$ cat src/rtl/nff_pkg.sv
package nff_pkg;

    localparam int BYTE_W      = 8;
    localparam int LEN_W       = 16;
    localparam int CFG_W       = 10;
    localparam int HDR_IDX_W   = 4;
    localparam int QUEUE_DEPTH = 2;

    localparam logic [CFG_W-1:0]     FALLBACK_PAYLOAD = CFG_W'(23 - 3);
    localparam logic [CFG_W-1:0]     HDR_LEN          = CFG_W'(10);
    localparam logic [HDR_IDX_W-1:0] HDR_LAST_IDX     = HDR_IDX_W'(10);

    localparam logic [BYTE_W-1:0] SYNC_0    = 8'hAA;
    localparam logic [BYTE_W-1:0] SYNC_1    = 8'h55;
    localparam logic [BYTE_W-1:0] SYNC_2    = 8'hC3;
    localparam logic [BYTE_W-1:0] PROTO_VER = 8'h01;

    typedef enum logic [2:0] {
        F_IDLE,
        F_PASS,
        F_FRAG,
        F_DROP,
        F_DIV
    } nff_state_t;

    typedef enum logic [1:0] {
        ST_DATA      = 2'd0,
        ST_TOO_LONG  = 2'd1,
        ST_TOO_SMALL = 2'd2
    } nff_status_t;

    typedef struct packed {
        logic [BYTE_W-1:0] data;
        logic              pend;
        logic              mend;
        nff_status_t       status;
        logic              hdr;
        logic [LEN_W-1:0]  pnum;
        logic [LEN_W-1:0]  ptotal;
        logic [LEN_W-1:0]  length;
    } nff_entry_t;

    function automatic logic [BYTE_W-1:0] hdr_byte(input logic [HDR_IDX_W-1:0] idx,
                                                   input nff_entry_t e);
        logic [BYTE_W-1:0] b;
        case (idx)
            4'd0:    b = SYNC_0;
            4'd1:    b = SYNC_1;
            4'd2:    b = SYNC_2;
            4'd3:    b = PROTO_VER;
            4'd4:    b = e.pnum[15:8];
            4'd5:    b = e.pnum[7:0];
            4'd6:    b = e.ptotal[15:8];
            4'd7:    b = e.ptotal[7:0];
            4'd8:    b = e.length[15:8];
            4'd9:    b = e.length[7:0];
            default: b = '0;
        endcase
        return b;
    endfunction

endpackage

$ cat src/rtl/nff_queue.sv
module nff_queue import nff_pkg::*; #(
    parameter int DEPTH = QUEUE_DEPTH
) (
    input  logic       clk,
    input  logic       rst_n,
    input  logic       push,
    input  nff_entry_t wr_entry,
    input  logic       pop,
    output nff_entry_t rd_entry,
    output logic       full,
    output logic       empty
);

    localparam int PTR_W = $clog2(DEPTH);
    localparam int CNT_W = $clog2(DEPTH + 1);

    nff_entry_t       slot_reg [DEPTH];
    logic [PTR_W-1:0] wr_ptr_reg, wr_ptr_next;
    logic [PTR_W-1:0] rd_ptr_reg, rd_ptr_next;
    logic [CNT_W-1:0] cnt_reg, cnt_next;

    assign full     = cnt_reg == CNT_W'(DEPTH);
    assign empty    = cnt_reg == '0;
    assign rd_entry = slot_reg[rd_ptr_reg];

    always_comb
    begin
        wr_ptr_next = wr_ptr_reg;
        rd_ptr_next = rd_ptr_reg;
        cnt_next    = cnt_reg;
        if (push)
        begin
            wr_ptr_next = (wr_ptr_reg == PTR_W'(DEPTH - 1)) ? '0 : wr_ptr_reg + 1'b1;
        end
        if (pop)
        begin
            rd_ptr_next = (rd_ptr_reg == PTR_W'(DEPTH - 1)) ? '0 : rd_ptr_reg + 1'b1;
        end
        if (push && !pop)
        begin
            cnt_next = cnt_reg + 1'b1;
        end
        else if (pop && !push)
        begin
            cnt_next = cnt_reg - 1'b1;
        end
    end

    always_ff @(posedge clk)
    begin
        if (push)
        begin
            slot_reg[wr_ptr_reg] <= wr_entry;
        end
    end

    always_ff @(posedge clk or negedge rst_n)
    begin
        if (!rst_n)
        begin
            wr_ptr_reg <= '0;
            rd_ptr_reg <= '0;
            cnt_reg    <= '0;
        end
        else
        begin
            wr_ptr_reg <= wr_ptr_next;
            rd_ptr_reg <= rd_ptr_next;
            cnt_reg    <= cnt_next;
        end
    end

`ifndef SYNTHESIS
    a_no_overflow: assert property (@(posedge clk) disable iff (!rst_n)
        !(push && full))
        else $error("queue push while full");

    a_no_underflow: assert property (@(posedge clk) disable iff (!rst_n)
        !(pop && empty))
        else $error("queue pop while empty");

    a_count_track: assert property (@(posedge clk) disable iff (!rst_n)
        (push && !pop) |=> cnt_reg == $past(cnt_reg) + 1'b1)
        else $error("queue count lost a push");
`endif

endmodule

$ cat config.mk
export PLATFORM = sky130hd
export DESIGN_NAME = nff_queue
export DESIGN_NICKNAME = d
export VERILOG_FILES = /design/src/rtl/nff_pkg.sv /design/src/rtl/nff_queue.sv
export SDC_FILE = /design/constraint.sdc
export NUM_CORES = 1
export LEC_CHECK = 0
export ABC_AREA = 1
export BUFFER_PORTS_ARGS = -buffer_cell sky130_fd_sc_hd__buf_2
export CAP_MARGIN = 25
export CORE_MARGIN = 2
export CORE_UTILIZATION = 50
export DETAILED_ROUTE_END_ITERATION = 8
export PLACE_DENSITY = 0.76
export SLEW_MARGIN = 20
export SYNTH_ARGS = -nofsm -noshare
export SYNTH_HDL_FRONTEND = slang
export SYNTH_SLANG_ARGS = --single-unit
export TNS_END_PERCENT = 1
$ cat constraint.sdc
create_clock -name clk -period 4.7 [get_ports clk]
set_input_delay 0.94 -clock clk [delete_from_list [all_inputs] [get_ports clk]]
set_output_delay 0.94 -clock clk [all_outputs]
set_load 0.1 [all_outputs]
==> out/qor.txt, run 1 <==
Status - finished, final reports clean
Crit path DAT - 2.44 ns
Layout cells sized above 1 - 60.4%
Via count - 2325
Total gr overflow - 0
Latest clock arrival within the worst-skew pair - 0.50 ns
Die W - 103 um
# diodes - 0
Io pins - 128
Starting Density - 50.9%
Detailed Place HPWL - 5330 um
Critical Path RT - 3.76 ns
Hold-fix buffers, CTS - 0
Largest net degree at the start of global routing - 47
Total CTS buffers - 17
Synth top area share - 74.6%
Clock Skews - 0.00363 ns
Final Setup Violations - 0
Period minus WS final - 3.38 ns
Avg Inst Size Synth - 22.8 sq um
First-pass GRT wire length - 11400 um
IO buf count - 127
Synthesized area - 4910 sq um
Clock Pin Slew Worst Setup and Hold Paths - 0.06 ns
RSZ-0062 raised after global routing - false
CTS tree - done
Gate Count Post-Synth - 215
Final std cells w/o fill - 504
Startpoint Class - register
Area contributors post-synth - edfxtp_1, mux2_4, buf_12, dfrtp_1, inv_1
Fin crit share - 71.9%
Max-Cap Viols - 0
Worst Tran Pin Value - 0.832 ns
Final Max Tran Viols - 0
Clk buf depth - 2
Critical path peak fanout - 46
Mapped Nets - 281
Vias in the first global route - 2243
Seq/Total Area, Yosys - 76.7%
R2r setup slk - 2.76 ns
Post-CTS setup buffer count - 0
Sink Count - 126
HP Class - in2async
Area leader, netlist - edfxtp_1
Vias per cell - 4.61
Root Driver - clkbuf_8
1st-iter DRT viols - 97
Htree depth - 4
Placed insts - 472
Flops & latches, synth - 126
Row cnt - 36
Rel. slew slack - 44.5%
Routed wire per std cell - 15.8 um
Final setup TNS - 0 ns
Fillers - 711
Final ANT Viol Nets - 0
Max Clock Freq - 296 MHz
Synth cell types - 14
Area growth syn-to-layout - 25.4%
Residual DRC - 0
Initial antenna violation count - 0
Die Area - 10600 sq um
Core box area - 9640 sq um
Routed WL - 7950 um
Synth warn - 0
Final net count - 424
Gpl congestion - 0.691
All-Layer GR Usage - 15.2%
Critical path class - reg2out
Hold Fails Final Rpt - 0
Die H - 103 um
Cts repair resizes - 0
Max reg flops - 122
Setup crit end kind - primary output
First-pass detailed-route iteration total - 4
==> stage by stage <==
step	util, %	setup WS, ns	instance area, sq um	hold WS (ns)
2_1_floorplan	-	0.679	4910	0.463
3_3_place_gp	58.3	1.81	5620	0.477
3_5_place_dp	58.3	1.82	5620	0.500
4_1_cts	63.8	1.27	6150	0.217
5_1_grt	63.8	1.20	6150	0.200
6_report	63.8	1.32	6150	0.237
==> synth_stat cells (all sizes together) <==
master / number
nand4: 1
edfxtp: 122
dfrtp: 4
mux2: 61
buf: 7
inv: 7
nand2: 5
xor2: 2
nor2: 3
ha: 1
nand3: 1
xnor2: 1
==> path summary, 6_finish.rpt <==
| check | cells past startpoint | start | endpoint |
|---|---|---|---|
| worst max-delay path | 3 | rd_ptr_reg | rd_entry[8] |
| worst min-delay path | 1 | rst_n | cnt_reg[1] |
| worst max register to register | 2 | wr_ptr_reg | slot_reg[0][37] |
| worst min register to register | 2 | cnt_reg[1] | cnt_reg[1] |
| max in group asynchronous | 1 | rst_n | rd_ptr_reg |
| min in group clk | 2 | cnt_reg[1] | cnt_reg[1] |
==> worst max-delay path, stage by stage, from the launching register on <==
cell and delay, ns:
dfrtp_4 0.97, buf_4 0.34, mux2_4 0.31, buf_2 0.29
==> metal layers <==
metal | GRT usage [%] | part of all wire [%]
met4 | 7.59 | 0.78
met5 | 0 | 0
met1 | 17.3 | 39
met2 | 25.1 | 54
met3 | 6.03 | 6.0
==> layout make-up <==
type / instances / area [sq um] / area share [%]
sequential: 126 / 3770 / 61.2
multi-input combinational: 75 / 996 / 16.2
clock buffer: 21 / 439 / 7.14
clock inverter: 11 / 93.8 / 1.52
inverter: 7 / 26.3 / 0.427
timing repair buffer: 131 / 666 / 10.8
tap: 133 / 166 / 2.70
==> layout by cell type (no fill, tap or decap), drive strengths merged <==
master / synthesis / routed
ha: 1 / 1
dfrtp: 4 / 4
inv: 7 / 7
nor2: 3 / 3
nand4: 1 / 1
clkinvlp: 0 / 4
nand3: 1 / 1
xor2: 2 / 2
buf: 7 / 131
nand2: 5 / 5
clkinv: 0 / 6
edfxtp: 122 / 122
clkbuf: 0 / 21
mux2: 61 / 61
bufinv: 0 / 1
xnor2: 1 / 1
==> kinds of logic after synthesis <==
| family | share of synthesized area, % |
|---|---|
| xor gates and xnor gates | 0.535 |
| adders and majority gates | 0.255 |
| buffers and inverters | 3.21 |
| DFF | 76.7 |
| muxes | 18.5 |
| and+or+nand+nor | 0.841 |
Power of run 1 is left out: the tool's default activity adds up to more than one toggle a clock period on the data nets, which glitch-free logic cannot reach.
==> inputs of run 2 (changes only) <==
--- a/config.mk
+++ b/config.mk
@@ -9,9 +9,9 @@
 export BUFFER_PORTS_ARGS = -buffer_cell sky130_fd_sc_hd__buf_2
 export CAP_MARGIN = 25
 export CORE_MARGIN = 2
-export CORE_UTILIZATION = 50
+export CORE_UTILIZATION = 47
 export DETAILED_ROUTE_END_ITERATION = 8
-export PLACE_DENSITY = 0.76
+export PLACE_DENSITY = 0.75
 export SLEW_MARGIN = 20
 export SYNTH_ARGS = -nofsm -noshare
 export SYNTH_HDL_FRONTEND = slang
==> constraint.sdc (replaced) <==
create_clock -name clk -period 2.8 [get_ports clk]
set_input_delay 0.56 -clock clk [delete_from_list [all_inputs] [get_ports clk]]
set_output_delay 0.56 -clock clk [all_outputs]
set_load 0.1 [all_outputs]
==> run 2 against run 1 <==
  * Critical endpoint is now rd_entry[40]
  * Clock skew grew 0.0089 ns
  * Cell count grew 0.79%
  * Worst setup slack lost 1.2 ns
  * First-iteration DRC count shrank 14%
  * Critical path type unchanged
  * Non-clock buffer count grew 1
  * Design area grew 2.5%
  * Count of clock-buffer cells in the layout grew 1
  * Global-route usage shrank 0.56 points
  * Register-to-register slack lost 1.5 ns
  * Largest cell class unchanged
  * Sequential share of layout area shrank 1.5 points
  * Worst hold slack lost 0.012 ns
==> out/qor.txt, run 2 (same netlist as run 1, synthesis figures left out) <==
RSZ-0062 raised after global routing - false
Final net count - 425 (+0.24%)
Worst Setup Slack post-DPL - 0.469 ns (-1.35 ns)
Max layer used - met4
Fillers - 748 (+5.2%)
Residual DRC - 0 (unchanged)
Commonest non-fill, non-tap cell in the layout - buf_2
Root Driver - clkbuf_8
Latest clock arrival within the worst-skew pair - 0.52 ns (+0.02 ns)
Max-Cap Viols - 0 (unchanged)
Setup crit end kind - primary output
Cell family with most CP delay - flip-flops
Worst Tran Pin Value - 0.514 ns (-0.318 ns)
Total gr overflow - 0 (unchanged)
Starting Density - 48.0% (-2.9 points)
Vias per cell - 4.72 (+2.3%)
Die H - 106 um (+3.0%)
M1 WL - 3090 um (-0.29%)
Storage element area - 3770 sq um (unchanged)
Sum of buffers and inverters on the critical path - 2 (unchanged)
First-pass detailed-route iteration total - 4 (unchanged)
Hold Fails Final Rpt - 0 (unchanged)
Period minus WS final - 2.68 ns
Via count - 2398 (+3.1%)
Gpl congestion - 0.701 (+1.4%)
Routed wire per std cell - 15.8 um (+0.25%)
Final Setup Violations - 0 (unchanged)
Status - finished, final reports clean
Clk buf depth - 2 (unchanged)
Clock Skews - 0.0125 ns (+0.00890 ns)
Critical Path, Cell by Cell - buf_16 > mux2_2 > buf_2
Die Area - 11300 sq um (+6.1%)
Initial antenna violation count - 0 (unchanged)
Total CTS buffers - 17 (unchanged)
Footprint of the multi-input gates - 996 sq um (unchanged)
Final setup TNS - 0 ns (unchanged)
Critical path class - reg2out
Commonest non-fill, non-tap cells in the layout - buf_2, edfxtp_1, mux2_4
Final worst slack - 0.118 ns (-1.20 ns)
All-Layer GR Usage - 14.7% (-0.56 points)
Rel. slew slack - 65.6% (+21 points)
Fin crit share - 95.8%
Die W - 106 um (+3.0%)
Detailed Place HPWL - 5260 um (-1.3%)
Max reg flops - 122 (unchanged)
Worst r2r path cells - 2 (unchanged)
Met2 routed WL - 4210 um (-2.2%)
Crit path DAT - 2.12 ns (-0.32 ns)
IO buf count - 127 (unchanged)
Layout cells sized above 1 - 60.5% (+0.11 points)
CTS tree - done
Core box area - 10200 sq um (+6.1%)
Row cnt - 37 (+2.8%)
Hold-critical path depth - 2
Max Clock Freq - 373 MHz
Vias in the first global route - 2466 (+9.9%)
Area growth syn-to-layout - 28.5%
1st-iter DRT viols - 83 (-14%)
Met3 WL - 597 um (+26%)
First-pass GRT wire length - 12000 um (+4.6%)
Htree depth - 4 (unchanged)
# diodes - 0 (unchanged)
Final Max Tran Viols - 0 (unchanged)
Clock Pin Slew Worst Setup and Hold Paths - 0.06 ns (about the same)
Max incr delay on CP - 0.64 ns (-0.33 ns)
Io pins - 128 (unchanged)
Final ANT Viol Nets - 0 (unchanged)
Slowest cell on crit path - dfrtp_4
Routed WL - 8030 um (+1.0%)
Sink Count - 126 (unchanged)
Critical path peak fanout - 35 (-24%)
Critical Path RT - 2.24 ns (-1.52 ns)
WP depth - 3 (unchanged)
HP Class - in2reg
Largest net degree at the start of global routing - 49 (+4.3%)
Startpoint Class - register
-- run 2: cell types whose count changed in the layout (fill, tap and decap cells not counted) --
cell | previous run | this run
clkinv_4 | 1 | 0
clkinv_2 | 5 | 2
buf_8 | 0 | 1
dlygate4sd3_1 | 0 | 1
clkbuf_8 | 2 | 4
buf_16 | 0 | 1
bufinv_16 | 1 | 4
buf_4 | 4 | 0
clkbuf_1 | 3 | 2
buf_12 | 0 | 2
-- run 2: what timing repair did --
item,in CTS,in global routing
setup buffers,1,0
gates resized for setup,0,0
endpoints found under the hold margin,4,0
hold buffers,1,0
endpoints found under the setup margin,35,0
-- run 2: layout make-up --
cell class              instances  share of cell area [%]
clock buffers                  22                    7.34
clock inverters                10                    2.54
flip-flops and latches        126                    59.7
inverters                       7                   0.416
repair buffers                132                    11.5
well taps                     136                    2.70
multi-input cells              75                    15.8
-- run 2: metrics by stage --
step                hold slack (ns)  instances  cell area, sq um  utilization [%]
global route                  0.207        508              6310             61.7
global placement              0.368        473              5640             55.1
detailed placement            0.370        474              5660             55.4
floorplan                     0.264        215              4910                -
CTS                           0.206        508              6310             61.7
finish                        0.225        508              6310             61.7
-- run 2: final timing paths --
path	endpoint	startpoint	slack (ns)
worst max-delay path	rd_entry[40]	rd_ptr_reg	0.12
worst min-delay path	rd_ptr_reg	pop	0.22
worst max register to register	slot_reg[0][29]	wr_ptr_reg	1.23
worst min register to register	cnt_reg[1]	cnt_reg[1]	0.52
max in group asynchronous	rd_ptr_reg	rst_n	2.27
min in group asynchronous	cnt_reg[0]	rst_n	0.39
-- run 2: routing by layer --
| layer | up-vias | track usage, % |
|---|---|---|
| li1 | 1127 | - |
| met1 | 1174 | 15.4 |
| met2 | 85 | 25.0 |
| met3 | 12 | 6.32 |
| met4 | 0 | 7.42 |
| met5 | - | 0 |
Power of run 2 is left out for the same reason.
