[config.mk]
export PLATFORM = sky130hd
export DESIGN_NAME = nff_divider
export DESIGN_NICKNAME = d
export VERILOG_FILES = /design/src/rtl/nff_pkg.sv /design/src/rtl/nff_divider.sv
export SDC_FILE = /design/constraint.sdc
export NUM_CORES = 1
export LEC_CHECK = 0
export BUFFER_PORTS_ARGS = -buffer_cell sky130_fd_sc_hd__buf_2
export CAP_MARGIN = 30
export CORE_ASPECT_RATIO = 2
export CORE_MARGIN = 2
export CORE_UTILIZATION = 55
export DETAILED_ROUTE_END_ITERATION = 8
export PLACE_DENSITY = 0.9
export SLEW_MARGIN = 20
export SYNTH_ARGS = -nofsm -noshare
export SYNTH_HDL_FRONTEND = slang
export SYNTH_SLANG_ARGS = --single-unit
[constraint.sdc]
create_clock -name clk -period 2.3 [get_ports clk]
set_input_delay 0.115 -clock clk [delete_from_list [all_inputs] [get_ports clk]]
set_output_delay 0.115 -clock clk [all_outputs]
set_load 0.03 [all_outputs]
[src/rtl/nff_pkg.sv]
package nff_pkg;

    localparam int BYTE_W      = 8;
    localparam int LEN_W       = 16;
    localparam int CFG_W       = 10;
    localparam int HDR_IDX_W   = 4;
    localparam int QUEUE_DEPTH = 2;

    localparam logic [CFG_W-1:0]     FALLBACK_PAYLOAD = CFG_W'(23 - 3);
    localparam logic [CFG_W-1:0]     HDR_LEN          = CFG_W'(10);
    localparam logic [HDR_IDX_W-1:0] HDR_LAST_IDX     = HDR_IDX_W'(10);

    localparam logic [BYTE_W-1:0] SYNC_0    = 8'hAA;
    localparam logic [BYTE_W-1:0] SYNC_1    = 8'h55;
    localparam logic [BYTE_W-1:0] SYNC_2    = 8'hC3;
    localparam logic [BYTE_W-1:0] PROTO_VER = 8'h01;

    typedef enum logic [2:0] {
        F_IDLE,
        F_PASS,
        F_FRAG,
        F_DROP,
        F_DIV
    } nff_state_t;

    typedef enum logic [1:0] {
        ST_DATA      = 2'd0,
        ST_TOO_LONG  = 2'd1,
        ST_TOO_SMALL = 2'd2
    } nff_status_t;

    typedef struct packed {
        logic [BYTE_W-1:0] data;
        logic              pend;
        logic              mend;
        nff_status_t       status;
        logic              hdr;
        logic [LEN_W-1:0]  pnum;
        logic [LEN_W-1:0]  ptotal;
        logic [LEN_W-1:0]  length;
    } nff_entry_t;

    function automatic logic [BYTE_W-1:0] hdr_byte(input logic [HDR_IDX_W-1:0] idx,
                                                   input nff_entry_t e);
        logic [BYTE_W-1:0] b;
        case (idx)
            4'd0:    b = SYNC_0;
            4'd1:    b = SYNC_1;
            4'd2:    b = SYNC_2;
            4'd3:    b = PROTO_VER;
            4'd4:    b = e.pnum[15:8];
            4'd5:    b = e.pnum[7:0];
            4'd6:    b = e.ptotal[15:8];
            4'd7:    b = e.ptotal[7:0];
            4'd8:    b = e.length[15:8];
            4'd9:    b = e.length[7:0];
            default: b = '0;
        endcase
        return b;
    endfunction

endpackage

[src/rtl/nff_divider.sv]
module nff_divider import nff_pkg::*; #(
    parameter int DVD_W = 17,
    parameter int DVS_W = 10
) (
    input  logic             clk,
    input  logic             rst_n,
    input  logic             start,
    input  logic [DVD_W-1:0] dividend,
    input  logic [DVS_W-1:0] divisor,
    output logic             busy,
    output logic [DVD_W-1:0] quotient
);

    localparam int CNT_W = $clog2(DVD_W + 1);

    logic [DVD_W-1:0] quo_reg, quo_next;
    logic [DVS_W-1:0] rem_reg, rem_next;
    logic [DVS_W-1:0] dvs_reg, dvs_next;
    logic [CNT_W-1:0] cnt_reg, cnt_next;
    logic             busy_reg, busy_next;

    logic [DVS_W:0] trial;
    logic [DVS_W:0] diff;
    logic           ge;

    assign trial = {rem_reg, quo_reg[DVD_W-1]};
    assign diff  = trial - {1'b0, dvs_reg};
    assign ge    = trial >= {1'b0, dvs_reg};

    always_comb
    begin
        quo_next  = quo_reg;
        rem_next  = rem_reg;
        dvs_next  = dvs_reg;
        cnt_next  = cnt_reg;
        busy_next = busy_reg;
        if (start)
        begin
            quo_next  = dividend;
            rem_next  = '0;
            dvs_next  = divisor;
            cnt_next  = CNT_W'(DVD_W);
            busy_next = 1'b1;
        end
        else if (busy_reg)
        begin
            quo_next = {quo_reg[DVD_W-2:0], ge};
            rem_next = ge ? diff[DVS_W-1:0] : trial[DVS_W-1:0];
            cnt_next = cnt_reg - 1'b1;
            if (cnt_reg == CNT_W'(1))
            begin
                busy_next = 1'b0;
            end
        end
    end

    always_ff @(posedge clk or negedge rst_n)
    begin
        if (!rst_n)
        begin
            quo_reg  <= '0;
            rem_reg  <= '0;
            dvs_reg  <= '0;
            cnt_reg  <= '0;
            busy_reg <= 1'b0;
        end
        else
        begin
            quo_reg  <= quo_next;
            rem_reg  <= rem_next;
            dvs_reg  <= dvs_next;
            cnt_reg  <= cnt_next;
            busy_reg <= busy_next;
        end
    end

    assign busy     = busy_reg;
    assign quotient = quo_reg;

endmodule

==> flow_metrics.env, run 1 <==
export IMPL_maxCapViolations=0
export IMPL_regToRegSetupSlack_ns=0.02
export IMPL_wl_met1_um=1830
export IMPL_synth_top_cell_area_share_pct=45.3
export IMPL_dr_pass1_iters=4
export IMPL_clk_pin_slew_ns=0.08
export IMPL_grt_antenna_before_repair=0
export IMPL_synth_top_family_by_area="compound AO/OA/AOI/OAI gates"
export IMPL_slew_violations=0
export IMPL_fp_dieH_um=97.0
export IMPL_critPathLaunch="rem_reg[5]"
export IMPL_dieArea_mm2=0.00489
export IMPL_clock_skew_ns=0.00779
export IMPL_grt_usage_pct=21.8
export IMPL_nets=334
export IMPL_grt_pass1_wl_um=8250
export IMPL_worstPathMaxFanout=16
export IMPL_synth_warnings=0
export IMPL_comb_power_share_pct=47.3
export IMPL_synth_most_common_cell="dfrtp_1"
export IMPL_synth_seq_cells=43
export IMPL_cts_made_buffers=5
export IMPL_portBuffers=47
export IMPL_drive_above_1_share_pct=25.4
export IMPL_drt_iter0_markers=50
export IMPL_syn_avg_cell_area_um2=9.82
export IMPL_grt_pass1_vias=1837
export IMPL_wl_per_cell_um=14.6
export IMPL_ir_worst_vdd_uv=738
export IMPL_endpoint="rem_reg[2]"
export IMPL_wirelength_um=5020
export IMPL_ys_top_cells_by_area="dfrtp_1 45%, mux2i_1 8.8%, ha_1 6.3%"
export IMPL_seqCellArea_mm2=0.00108
export IMPL_ctsLongestPathBuffers=2
export IMPL_via_per_inst=5.62
export IMPL_syn_nets=285
export IMPL_stdcell_count=343
export IMPL_sw_frac_of_total_pct=39.3
export IMPL_critical_path_class="flop to flop"
export IMPL_r2r_start="rem_reg[5]"
export IMPL_synth_compound_area_share_pct=17.0
export IMPL_route_vias_total=1929
export IMPL_top_layer="met4"
export IMPL_grt_max_degree=44
export IMPL_fmax_mhz=439
export IMPL_switchingPower_mw=1.14
export IMPL_cts_tree="built"
export IMPL_syn_instance_count=242
export IMPL_arrival_ns=2.45
export IMPL_postPlaceCellArea_mm2=0.00268
export IMPL_rows=33
export IMPL_cts_root_buffer="clkbuf_8"
export IMPL_period_share_pct=99.0
export IMPL_synthAdderAreaFrac_pct=7.16
export IMPL_die_w_um=50.5
export IMPL_period_needed_ns=2.28
export IMPL_multi_input_area_mm2=0.00119
export IMPL_synthXorXnorAreaFrac_pct=4.42
export IMPL_setup_violations=0
export IMPL_clock_latency_ns=0.29
export IMPL_hold_viol=0
export IMPL_power_per_cell_area_mw_per_mm2=1030
export IMPL_gp_congestion=0.820
export IMPL_worstPathRequired_ns=2.48
export IMPL_setup_ws_ns=0.0234
export IMPL_detail_route_antenna_nets=0
export IMPL_final_cell_area_mm2=0.00280
export IMPL_diodes=0
export IMPL_dp_cells=334
export IMPL_synthTopCellsByCount="43 x dfrtp_1, 33 x nand2_1, 30 x o21ai_0"
export IMPL_synth_simple_area_share_pct=11.8
export IMPL_synth_edf_count=0
export IMPL_route_met3_wl_um=192
export IMPL_r2r_end="rem_reg[2]"
export IMPL_start_util_pct=57.5
export IMPL_synth_area_mm2=0.00238
export IMPL_largest_reg_flops=17
export IMPL_dp_hpwl_um=3620
export IMPL_syn_to_final_growth_pct=18.0
export IMPL_setup_tns_ns=0
export IMPL_slew_headroom_pct=60.8
export IMPL_cts_max_level=2
export IMPL_yosys_area_top_type="dfrtp_1"
export IMPL_power_frac_clock_pct=16.5
export IMPL_status="finished clean"
export IMPL_wl_met2_um=2840
export IMPL_cp_end_kind="flop"
export IMPL_synth_distinct_cells=42
export IMPL_postCtsSetupRepairBufs=0
export IMPL_r2r_cells=8
export IMPL_seqPwrFrac_pct=36.3
export IMPL_async_reset_ff_share_pct=100
export IMPL_synth_seq_area_share_pct=45.3
export IMPL_intPower_mw=1.75
export IMPL_grt_overflow=0
export IMPL_post_route_drc_count=0
export IMPL_ys_flop_type="dfrtp_1"
export IMPL_cts_sinks=43
export IMPL_hold_class="input pin to flop"
export IMPL_tightestPinTransition_ns=0.588
export IMPL_synth_mux_area_share_pct=9.32
export IMPL_pre_cts_ws_ns=0.0151
export IMPL_core_mm2=0.00413
export IMPL_pin_count=48
export IMPL_nFillCells=318
export IMPL_startpoint_type="flop"
export IMPL_p_leak_nw=1.51
## cells by family (layout without fill, tap and decap cells)
| family | after synthesis | in the layout |
|---|---|---|
| AOI/OAI and AO/OA | 61 | 61 |
| muxes | 22 | 22 |
| adders and majority gates | 13 | 13 |
| DFF | 43 | 43 |
| and+or+nand+nor | 61 | 61 |
| xor gates and xnor gates | 12 | 12 |
| buffers and inverters | 30 | 79 |
## power groups by stage
stage / Sequential (mW) / Combinational (mW) / Clock (mW)
finish: 1.05 / 1.37 / 0.475
global route: 1.07 / 1.49 / 0.524
CTS: 1.05 / 1.35 / 0.490
detailed placement: 1.06 / 1.33 / 0
global placement: 1.05 / 1.28 / 0
floorplan: 1.15 / 0.889 / 0
## repair_timing
item | 4_1_cts | 5_1_grt
resized for setup | 0 | 2
endpoints found under the setup margin | 0 | 2
endpoints found under the hold margin | 29 | 0
hold buffers | 1 | 0
## cell type report
class / instances / area share, %
Clock inverter: 1 / 0.179
Multi-Input combinational cell: 169 / 42.4
Inverter: 17 / 2.28
Sequential cell: 43 / 38.4
Tap cell: 52 / 2.32
Clock buffer: 6 / 2.95
Timing Repair Buffer: 55 / 11.5
## layout by cell type (no fill, tap or decap), types with 2 or more instances in the layout
cell type / count
xnor2_1: 7
a311oi_1: 2
buf_12: 2
a21o_1: 3
a21oi_1: 3
nor2_1: 11
inv_1: 17
ha_1: 12
xor2_1: 5
mux2i_1: 21
a31oi_1: 4
o21ai_0: 30
buf_2: 47
nor2b_1: 2
nand3_1: 2
dfrtp_1: 43
nor4_1: 2
clkbuf_8: 6
or2_2: 2
and3_1: 2
buf_4: 5
a211oi_2: 2
a211oi_1: 7
nand2_1: 33
## metrics by stage
step,hold WS (ns),total power [mW],utilization (%)
floorplan,-0.181,2.04,-
global placement,0.308,2.33,64.8
detailed placement,0.314,2.40,64.8
CTS,0.0186,2.88,67.2
global route,0.0116,3.09,67.9
finish,0.0252,2.89,67.9
## worst max-delay path, cell delays in order (launching register included)
cell,delay [ns]
dfrtp_1,0.40
ha_1,0.33
a211oi_2,0.33
o21a_1,0.22
nand3_2,0.10
a31oi_4,0.19
buf_12,0.17
nor4_1,0.06
a311o_1,0.34
## worst min path at each step
stage / endpoint / startpoint / cells after the start
floorplan: busy / rst_n / 0
global placement: cnt_reg[1] / rst_n / 1
detailed placement: cnt_reg[1] / rst_n / 1
CTS: quotient[12] / dividend[12] / 3
global route: quotient[0] / dividend[0] / 2
finish: quotient[0] / dividend[0] / 2
## per-layer routing
layer	up-vias	GRT usage (%)
met5	-	0
met4	0	10.2
met3	14	3.09
met2	54	40.1
met1	923	23.4
li1	938	-
Power figures use the tool's default switching activity.
==> run 2: changes to the inputs <==
clock period = 2.24 ns   (was 2.3 ns; I/O delays follow)
==> flow_metrics.env, run 2 (synthesis gave the netlist of run 1 again) <==
export IMPL_postPlaceCellArea_mm2=0.00273
export IMPL_final_cell_mix="47 x buf_2, 42 x dfrtp_1, 33 x nand2_1, 29 x o21ai_0, 21 x mux2i_1"
export IMPL_nets=347
export IMPL_cts_tree="built"
export IMPL_cts_made_buffers=5
export IMPL_clock_latency_ns=0.30
export IMPL_startpoint_type="flop"
export IMPL_cts_root_buffer="clkbuf_8"
export IMPL_detail_route_antenna_nets=0
export IMPL_dp_cells=343
export IMPL_grt_max_degree=37
export IMPL_finalPower_mw=3.18
export IMPL_grt_usage_pct=24.1
export IMPL_worstPathRequired_ns=2.45
export IMPL_grt_antenna_before_repair=0
export IMPL_diodes=0
export IMPL_layout_commonest_cell="buf_2"
export IMPL_period_needed_ns=2.15
export IMPL_dr_pass1_iters=4
export IMPL_post_route_drc_count=0
export IMPL_tightestPinTransition_ns=0.673
export IMPL_fmax_mhz=466
export IMPL_grt_pass1_wl_um=9010
export IMPL_clk_pin_slew_ns=0.08
export IMPL_gp_congestion=0.835
export IMPL_hold_class="input pin to flop"
export IMPL_power_per_cell_area_mw_per_mm2=1080
export IMPL_drive_above_1_share_pct=30.2
export IMPL_fp_dieH_um=97.0
export IMPL_cp_end_kind="flop"
export IMPL_cts_sinks=43
export IMPL_syn_to_final_growth_pct=23.6
export IMPL_core_mm2=0.00413
export IMPL_wirelength_um=5300
export IMPL_portBuffers=47
export IMPL_route_vias_total=2002
export IMPL_status="finished clean"
export IMPL_final_cell_area_mm2=0.00294
export IMPL_wl_per_cell_um=14.9
export IMPL_setup_violations=0
export IMPL_slew_violations=0
export IMPL_grt_pass1_vias=2025
export IMPL_pin_count=48
export IMPL_stdcell_count=357
export IMPL_arrival_ns=2.35
export IMPL_start_util_pct=57.5
export IMPL_maxCapViolations=0
export IMPL_drt_iter0_markers=34
export IMPL_rsz0062_at_grt="yes"
export IMPL_dp_hpwl_um=3760
export IMPL_hold_viol=0
export IMPL_clock_skew_ns=0.00950
export IMPL_worstPathMaxFanout=5
export IMPL_via_per_inst=5.61
export IMPL_slew_headroom_pct=55.1
export IMPL_rows=33
export IMPL_critical_path_class="flop to flop"
export IMPL_grt_overflow=0
export IMPL_ctsLongestPathBuffers=2
export IMPL_cts_max_level=2
export IMPL_largest_reg_flops=17
export IMPL_period_share_pct=95.8
export IMPL_ir_worst_vdd_uv=970
export IMPL_dieArea_mm2=0.00489
export IMPL_die_w_um=50.5
export IMPL_p_leak_nw=1.56
## run 2: changes by cell type in the layout (fill, tap and decap cells not counted), moves of 2 or more
cell	delta
ha_1	-3
buf_4	+14
ha_4	+2
buf_12	-2
## run 2: worst max-delay path, cell delays in order, from the launching register on
cell and delay (ns):
dfrtp_1 0.43, ha_4 0.28, buf_4 0.13, nand4_1 0.09, o21a_1 0.19, nand3_2 0.12
a31oi_4 0.13, buf_4 0.17, or2_2 0.28, a311oi_2 0.24
## run 2: layer usage
metal | vias to the layer above | wire length, µm | track usage (%)
met5 | - | 0 | 0
met4 | 0 | 196 | 13.3
met3 | 15 | 163 | 3.70
met2 | 51 | 3010 | 43.7
met1 | 971 | 1940 | 25.2
li1 | 965 | - | -
## run 2: through the flow
stage,TNS [ns],utilization [%],hold slack [ns],setup slack (ns)
finish,0,71.1,0.0131,0.0930
global route,-0.0344,71.1,0.0174,-0.0344
CTS,0,69.7,0.0135,0.0192
detailed placement,-0.0743,66.2,0.189,-0.0743
global placement,0,66.2,0.188,0.0371
floorplan,0,-,-0.184,0.00548
## run 2: worst paths after layout
kind | slack [ns] | cells past startpoint | to | from
max reg2reg | 0.09 | 9 | rem_reg[0] | rem_reg[5]
max | 0.09 | 9 | rem_reg[0] | rem_reg[5]
min in group asynchronous | 0.38 | 2 | cnt_reg[1] | rst_n
max in group asynchronous | 1.22 | 3 | quotient[2] | rst_n
min reg2reg | 0.53 | 2 | cnt_reg[4] | cnt_reg[4]
min | 0.01 | 3 | dvs_reg[8] | divisor[8]
## run 2: layout make-up
| type | instances | area [µm²] |
|---|---|---|
| Tap cell | 52 | 65.1 |
| Multi-Input combinational cell | 170 | 1240 |
| Clock buffer | 8 | 100 |
| Inverter | 17 | 63.8 |
| Sequential cell | 43 | 1080 |
| Timing Repair Buffer | 67 | 388 |
| Fill cell | 316 | 1190 |
## run 2: repair_timing
| action | CTS | global route |
|---|---|---|
| setup endpoints to repair | 2 | 9 |
| gates cloned | 0 | 1 |
| hold buffers | 1 | 0 |
| buffers inserted | 4 | 0 |
| resized for setup | 1 | 7 |
| endpoints found under the hold margin | 30 | 0 |
| pin swaps | 2 | 5 |
## run 2: where the power goes
group          leakage [nW]  total (mW)  internal (mW)  switching (mW)
clock network        0.0515       0.534          0.281           0.253
logic                 0.977        1.56          0.717           0.842
registers             0.530        1.08          0.941           0.140
total                  1.56        3.18           1.94            1.24
